File: config.mk
export PLATFORM = sky130hd
export DESIGN_NAME = sorted_min_priority_queue
export DESIGN_NICKNAME = d
export VERILOG_FILES = /design/src/design/smpq_pkg.sv /design/src/design/smpq_cell.sv /design/src/design/sorted_min_priority_queue.sv
export SDC_FILE = /design/constraint.sdc
export NUM_CORES = 2
export LEC_CHECK = 0
export ABC_AREA = 1
export BUFFER_PORTS_ARGS = -buffer_cell sky130_fd_sc_hd__buf_2
export CAP_MARGIN = 15
export CORE_MARGIN = 2
export CORE_UTILIZATION = 40
export CTS_CLUSTER_DIAMETER = 30
export DETAILED_ROUTE_END_ITERATION = 10
export MAX_ROUTING_LAYER = met4
export PLACE_DENSITY = 0.64
export SYNTH_ARGS = -nofsm -noshare
export SYNTH_HDL_FRONTEND = slang
export SYNTH_HIERARCHICAL = 1
export SYNTH_SLANG_ARGS = --single-unit
File: constraint.sdc
create_clock -name clk -period 8.2 [get_ports clk]
set_input_delay 0.41 -clock clk [delete_from_list [all_inputs] [get_ports clk]]
set_output_delay 0.41 -clock clk [all_outputs]
set_load 0.02 [all_outputs]
File: src/design/smpq_pkg.sv
// Shared types and constants for the sorted minimum priority queue.
// Used by the queue cell and by the top level; depends on nothing.
`timescale 1ns / 1ps
`default_nettype none

package smpq_pkg;

  localparam int CAPACITY_DEFAULT = 16;
  localparam int KEY_W = 32;
  localparam int STATUS_W = 2;
  localparam int FILL_W = 5;

  localparam logic OP_ENQUEUE = 1'b0;
  localparam logic OP_DEQUEUE = 1'b1;

  localparam logic [STATUS_W-1:0] ST_OK = 2'd0;
  localparam logic [STATUS_W-1:0] ST_EMPTY = 2'd1;
  localparam logic [STATUS_W-1:0] ST_FULL = 2'd2;

  localparam logic signed [KEY_W-1:0] EMPTY_KEY = -32'sd1;

  typedef struct packed {
    logic update;
    logic op;
  } cell_ctrl_t;

endpackage

`default_nettype wire

File: src/design/smpq_cell.sv
// One cell of the sorted key chain: holds one key and shifts it toward
// its neighbors on enqueue and dequeue. Depends on smpq_pkg.
`timescale 1ns / 1ps
`default_nettype none

module smpq_cell (
  input  wire                                 clk,
  input  wire  smpq_pkg::cell_ctrl_t          ctrl,
  input  wire  logic signed [smpq_pkg::KEY_W-1:0] key_in,
  input  wire                                 occupied,
  input  wire                                 left_greater,
  input  wire  logic signed [smpq_pkg::KEY_W-1:0] left_key,
  input  wire  logic signed [smpq_pkg::KEY_W-1:0] right_key,
  output logic                                greater,
  output logic signed [smpq_pkg::KEY_W-1:0]   key
);
  import smpq_pkg::*;

  logic signed [KEY_W-1:0] key_next;

  assign greater = !occupied || (key_in < key);

  always_comb begin
    key_next = key;
    if (ctrl.op == OP_DEQUEUE) begin
      key_next = right_key;
    end else if (greater) begin
      key_next = left_greater ? left_key : key_in;
    end
  end

  always_ff @(posedge clk) begin
    if (ctrl.update) begin
      key <= key_next;
    end
  end

endmodule

`default_nettype wire

File: src/design/sorted_min_priority_queue.sv
// Sorted minimum priority queue built from a chain of key cells.
// The result word is registered and appears in the cycle after its word is accepted.
// Throughput: one word per cycle while the result word is not stalled; every cell compares and shifts in parallel.
// Reset clears the fill count and the result valid flag; stored keys are not
// cleared and are only read below the fill count. Depends on smpq_pkg.
`timescale 1ns / 1ps
`default_nettype none

module sorted_min_priority_queue #(
  parameter int CAPACITY = smpq_pkg::CAPACITY_DEFAULT
) (
  input  wire                                     clk,
  input  wire                                     rst,
  input  wire                                     in_valid,
  output logic                                    in_ready,
  input  wire                                     op,
  input  wire  logic signed [smpq_pkg::KEY_W-1:0] key_in,
  output logic                                    out_valid,
  input  wire                                     out_ready,
  output logic signed [smpq_pkg::KEY_W-1:0]       popped_key,
  output logic [smpq_pkg::STATUS_W-1:0]           status,
  output logic                                    front_valid,
  output logic signed [smpq_pkg::KEY_W-1:0]       front_key,
  output logic [smpq_pkg::FILL_W-1:0]             fill_count
);
  import smpq_pkg::*;

  localparam int CNT_W = $clog2(CAPACITY + 1);

  logic [CNT_W-1:0] count;
  logic accept;
  logic is_full;
  logic is_empty;
  logic do_update;
  cell_ctrl_t ctrl;

  logic signed [KEY_W-1:0] cell_key [CAPACITY];
  logic [CAPACITY-1:0] cell_greater;
  logic [CAPACITY-1:0] cell_occupied;

  assign in_ready = !out_valid || out_ready;
  assign accept = in_valid && in_ready;
  assign is_full = (count == CNT_W'(CAPACITY));
  assign is_empty = (count == '0);
  assign do_update = accept &&
                     ((op == OP_ENQUEUE) ? !is_full : !is_empty);
  assign ctrl = '{update: do_update, op: op};

  genvar i;
  generate
    for (i = 0; i < CAPACITY; i++) begin : g_cell
      logic left_greater;
      logic signed [KEY_W-1:0] left_key;
      logic signed [KEY_W-1:0] right_key;

      assign cell_occupied[i] = (count > CNT_W'(i));

      if (i == 0) begin : g_head
        assign left_greater = 1'b0;
        assign left_key = '0;
      end else begin : g_body
        assign left_greater = cell_greater[i-1];
        assign left_key = cell_key[i-1];
      end

      if (i == CAPACITY - 1) begin : g_tail
        assign right_key = cell_key[i];
      end else begin : g_inner
        assign right_key = cell_key[i+1];
      end

      smpq_cell u_cell (
        .clk         (clk),
        .ctrl        (ctrl),
        .key_in      (key_in),
        .occupied    (cell_occupied[i]),
        .left_greater(left_greater),
        .left_key    (left_key),
        .right_key   (right_key),
        .greater     (cell_greater[i]),
        .key         (cell_key[i])
      );
    end
  endgenerate

  always_ff @(posedge clk) begin
    if (rst) begin
      count <= '0;
      out_valid <= 1'b0;
    end else begin
      if (accept) begin
        out_valid <= 1'b1;
      end else if (out_ready) begin
        out_valid <= 1'b0;
      end
      if (do_update) begin
        count <= (op == OP_ENQUEUE) ? count + 1'b1 : count - 1'b1;
      end
    end
  end

  always_ff @(posedge clk) begin
    if (accept) begin
      if (op == OP_ENQUEUE) begin
        popped_key <= '0;
        status <= is_full ? ST_FULL : ST_OK;
      end else begin
        popped_key <= is_empty ? EMPTY_KEY : cell_key[0];
        status <= is_empty ? ST_EMPTY : ST_OK;
      end
    end
  end

  assign front_valid = !is_empty;
  assign front_key = is_empty ? '0 : cell_key[0];
  assign fill_count = FILL_W'(count);

  a_count_bound: assert property (@(posedge clk) disable iff (rst)
    count <= CNT_W'(CAPACITY))
    else $error("fill count exceeds capacity");

  a_enqueue_grows: assert property (@(posedge clk) disable iff (rst)
    accept && op == OP_ENQUEUE && !is_full |=> count == $past(count) + 1'b1)
    else $error("enqueue did not grow the queue");

  a_dequeue_shrinks: assert property (@(posedge clk) disable iff (rst)
    accept && op == OP_DEQUEUE && !is_empty |=> count == $past(count) - 1'b1)
    else $error("dequeue did not shrink the queue");

  a_empty_word: assert property (@(posedge clk) disable iff (rst)
    out_valid && status == ST_EMPTY |-> popped_key == EMPTY_KEY && !front_valid)
    else $error("empty dequeue word is inconsistent");

  a_front_sorted: assert property (@(posedge clk) disable iff (rst)
    accept && op == OP_ENQUEUE && !is_full && key_in < cell_key[0] |=>
    front_key == $past(key_in))
    else $error("smaller key did not reach the front");

endmodule

`default_nettype wire

# Word-level counts from Yosys, hierarchy flattened
# Index checks and enable logic that the tools add are counted.
# totals
in_bits	37
regBits	552
word_cells	181
out_inout_bits	74
# classes
n_eq_ne	1
magnitude_cmp	32
mux	54
n_reduce_logical	71
bitwise_logic	1
add_sub_neg	2
# op_table
operator	n
32-bit two-way mux	47
32-bit less-than comparator	16
5-bit by 4-bit > comparator with 1-bit output, second input constant	8
2-bit nonzero test	16
2-bit AND reduction	15
5-bit by 3-bit > comparator with 1-bit output, second input constant	4
1-bit zero test	19
1-bit logical OR	17
5-bit by 1-bit > comparator with 1-bit output, second input constant	2
5-bit by 2-bit > comparator with 1-bit output, second input constant	2
5-bit by 1-bit adder with 5-bit output, second input constant	1
5-bit equality test, second input constant	1
5-bit zero test	1
5-bit two-way mux	1
5-bit by 1-bit subtractor with 5-bit output, second input constant	1
1-bit two-way mux	4
2-bit two-way mux	2
3-bit AND reduction	1
1-bit logical AND	2
1-bit NOT	1

# Logic depth before layout (Yosys ltp)
# depth
ltp_word	6
mapped_depth	19
ltp_nobuf	17

# Modules after synthesis
# The synthesis kept the hierarchy.
# by_module_without_submodules
mod	seq_area_each_um2	cells_each	area_each_um2	n_inst
smpq_cell	960.9	316	2448.6	16
sorted_min_priority_queue	1141.1	277	2184.6	1

# Worst setup path after synthesis
# No wires, ideal clock.
# synth_timing
path_kind	input -> register
start	input in_valid
end	register g_cell[0].u_cell/key[0] (netlist name), enable pin
path_stages	6
t_required_ps	7813
path_buffers	0
arrival_ps	3606
path_slack_ps	4207
cell_sequence	inv_1 > a21oi_1 > nand3_2 > inv_2 > nand2_1 > inv_1
# synth_between
elab_chain_cells	3
# synth_lines
item	line_no	text
start, declared	sorted_min_priority_queue.sv:14	input wire in_valid,
1-bit logical AND	sorted_min_priority_queue.sv:42	assign accept = in_valid && in_ready;
via accept	sorted_min_priority_queue.sv:31	logic accept;
1-bit logical AND	sorted_min_priority_queue.sv:45	assign do_update = accept &&
via do_update	sorted_min_priority_queue.sv:34	logic do_update;
2-bit AND reduction (no source line)	n/a	
end signal, assigned	smpq_cell.sv:34	key <= key_next;
end, declared	smpq_cell.sv:15	output logic signed [smpq_pkg::KEY_W-1:0] key
# The timed path passes the listed nets, and every way through them passes these cells.
# A chain may end at the register's enable or synchronous reset.

# Worst setup path in the final report
# layout_timing
start	register count[1], in the netlist fill_count[1]
end	register g_cell[14].u_cell/key[8] (netlist name), data pin
# layout_between
elab_chain_cells	6
# layout_lines
item	line_no	text
start, declared	sorted_min_priority_queue.sv:30	logic [CNT_W-1:0] count;
start signal, assigned	sorted_min_priority_queue.sv:97	count <= (op == OP_ENQUEUE) ? count + 1'b1 : count - 1'b1;
5-bit by 4-bit > comparator with 1-bit output	sorted_min_priority_queue.sv:56	assign cell_occupied[i] = (count > CNT_W'(i));
via cell_occupied[13]	sorted_min_priority_queue.sv:39	logic [CAPACITY-1:0] cell_occupied;
1-bit zero test	smpq_cell.sv:21	assign greater = !occupied || (key_in < key);
1-bit logical OR	smpq_cell.sv:21	
via cell_greater[13]	sorted_min_priority_queue.sv:38	logic [CAPACITY-1:0] cell_greater;
32-bit two-way mux	smpq_cell.sv:28	key_next = left_greater ? left_key : key_in;
32-bit two-way mux	smpq_cell.sv:27	end else if (greater) begin
32-bit two-way mux	smpq_cell.sv:25	if (ctrl.op == OP_DEQUEUE) begin
via g_cell[14].u_cell.key_next[8]	smpq_cell.sv:19	logic signed [KEY_W-1:0] key_next;
end signal, assigned	smpq_cell.sv:34	
end, declared	smpq_cell.sv:15	
# The timed path passes the listed nets, and every way through them passes these cells. The select of a mux whose other input is x is not followed.

==> impl_metrics.tcl <==
set metrics [dict create \
    end_kind "flip-flop" \
    grt_max_degree 184 \
    top_layer "met4" \
    dieHeight_um 326 \
    fin_crit_sh_pct 43.9 \
    drt-pass1-iter-count 5 \
    post-dp-hpwl_um 81400 \
    r2r_cells 9 \
    drtAntennaViolNets 0 \
    post_dp_cell_area_um2 43300 \
    ios 111 \
    worstSetupPathType "reg2reg" \
    overflow 0 \
    min_period_ns 3.60 \
    rows 117 \
    slew_headroom_pct 30.1 \
    dr_wl_met3_um 6980 \
    nNetsFinal 5985 \
    hold_depth 4 \
    antenna_found_initial 1 \
    syn_inst 5332 \
    tightest_slew_ns 1.05 \
    maxCapViolations 0 \
    hold_viol_final 0 \
    arrival_ns 4.15 \
    postLayoutCellArea_um2 47800 \
    gp_congestion 0.866 \
    ys_warn_count 6 \
    dieArea_um2 106000 \
    cts.sinks 552 \
    syn_avg_cell_area_um2 7.76 \
    layout-drive-gt1-share_pct 9.58 \
    io_buffers 110 \
    drcViolationCount 0 \
    cts_made_buffers 141 \
    syn_area_um2 41400 \
    power.leakage_nw 22.0 \
    htreeDepth 4 \
    met2WireLength_um 51500 \
    peakVddDrop_uv 181 \
    cp_max_fo 32 \
    clk_path_buf_depth 3 \
    viasPerCell 5.21 \
    mostFrequentLayoutCell "a21oi_1" \
    ctsResizeCount 0 \
    wirelength_um 112000 \
    cts_root_buf "clkbuf_16" \
    n_antenna_cell 0 \
    setup_viol 0 \
    initial_core_util_pct 40.5 \
    p_per_area_nw_per_um2 258 \
    route.vias.total 36083 \
    dr.first_iter.drc_count 3001 \
    layout.cells.most_common_list "a21oi_1, nand2_1, inv_1" \
    fmax_mhz 278 \
    track_usage_pct 21.4 \
    grt_pass1_vias 35858 \
    cp.required_ns 8.75 \
    fin_setup_tns_ns 0 \
    outcome "completed" \
    cts.clk_slew.worst_paths_ns 0.04 \
    wl_met1_um 51800 \
    wl_per_cell_um 16.2 \
    die_w_um 326 \
    fillerInstances 9962 \
    holdWs_ns 0.0602 \
    hold_path_class "in2reg" \
    finalClockSkew_ns 0.0301 \
    start_kind "flip-flop" \
    area_delta_synth_final_pct 15.7 \
    tritoncts "built" \
    grt_first_pass_wirelength_um 184000 \
    post_cts_buffers 0 \
    rsz0062_at_grt "false" \
    clk_latency_ns 0.72 \
    core_area_um2 102000 \
    maxSlewViolCount 0 \
    p_total_mw 12.3 \
]
what timing repair did:
| action | 4_1_cts | 5_1_grt |
|---|---|---|
| hold buffers | 2 | 0 |
| endpoints found under the setup margin | 0 | 0 |
| hold endpoints to repair | 3 | 0 |
power breakdown:
group | leakage, nW | switching [mW] | internal, mW
Clock | 2.20 | 1.67 | 3.65
Sequential | 5.17 | 0.366 | 3.74
Combinational | 14.6 | 1.93 | 0.980
Total | 22.0 | 3.97 | 8.37
flip-flops by register name, summed over array words and instances (netlist names):
| name | count |
|---|---|
| popped_key | 32 |
| g_cell.u_cell/key | 512 |
| fill_count | 5 |
| status | 2 |
| out_valid | 1 |
area by class of cell:
class	instances	area, um2	share of cell area (%)
clock buffers	172	3760	7.86
clock inverters	78	790	1.65
inverters	738	2770	5.79
multi-input cells	3838	21100	44.2
flip-flops and latches	552	16500	34.5
well taps	1368	1710	3.58
repair buffers	175	1150	2.40
worst max-delay path, cell delays in order, from the launching register on:
cell and delay, ns:
dfxtp_1 0.48, inv_1 0.19, nand2_1 0.17, nand3_1 0.10, o21ai_0 0.73, nand3_1 0.56, buf_4 0.39, inv_2 0.49
nand2_1 0.12, a21oi_1 0.18
per-layer routing:
layer / global-route usage, % / vias up
met5: - / -
met4: 5.62 / 0
met3: 3.53 / 141
met2: 34.0 / 1048
met1: 28.4 / 16874
li1: - / 18020
through the flow:
step / cells / utilization, % / worst slack, ns
finish: 6921 / 46.8 / 4.60
global route: 6921 / 46.8 / 4.37
CTS: 6921 / 46.8 / 4.76
detailed placement: 6669 / 42.3 / 4.26
global placement: 6665 / 42.2 / 4.36
floorplan: 5364 / - / 4.21
worst paths after layout:
check / start / endpoint / slack (ns)
max: fill_count[1]$_SDFFE_PP0P_ / g_cell[14].u_cell/key[8]$_DFFE_PP_ / 4.60
max reg2reg: fill_count[1]$_SDFFE_PP0P_ / g_cell[14].u_cell/key[8]$_DFFE_PP_ / 4.60
min reg2reg: out_valid$_SDFFE_PP0P_ / out_valid$_SDFFE_PP0P_ / 0.56
min: out_ready / out_valid$_SDFFE_PP0P_ / 0.06
Note: power is estimated with default switching activity, not from simulation.
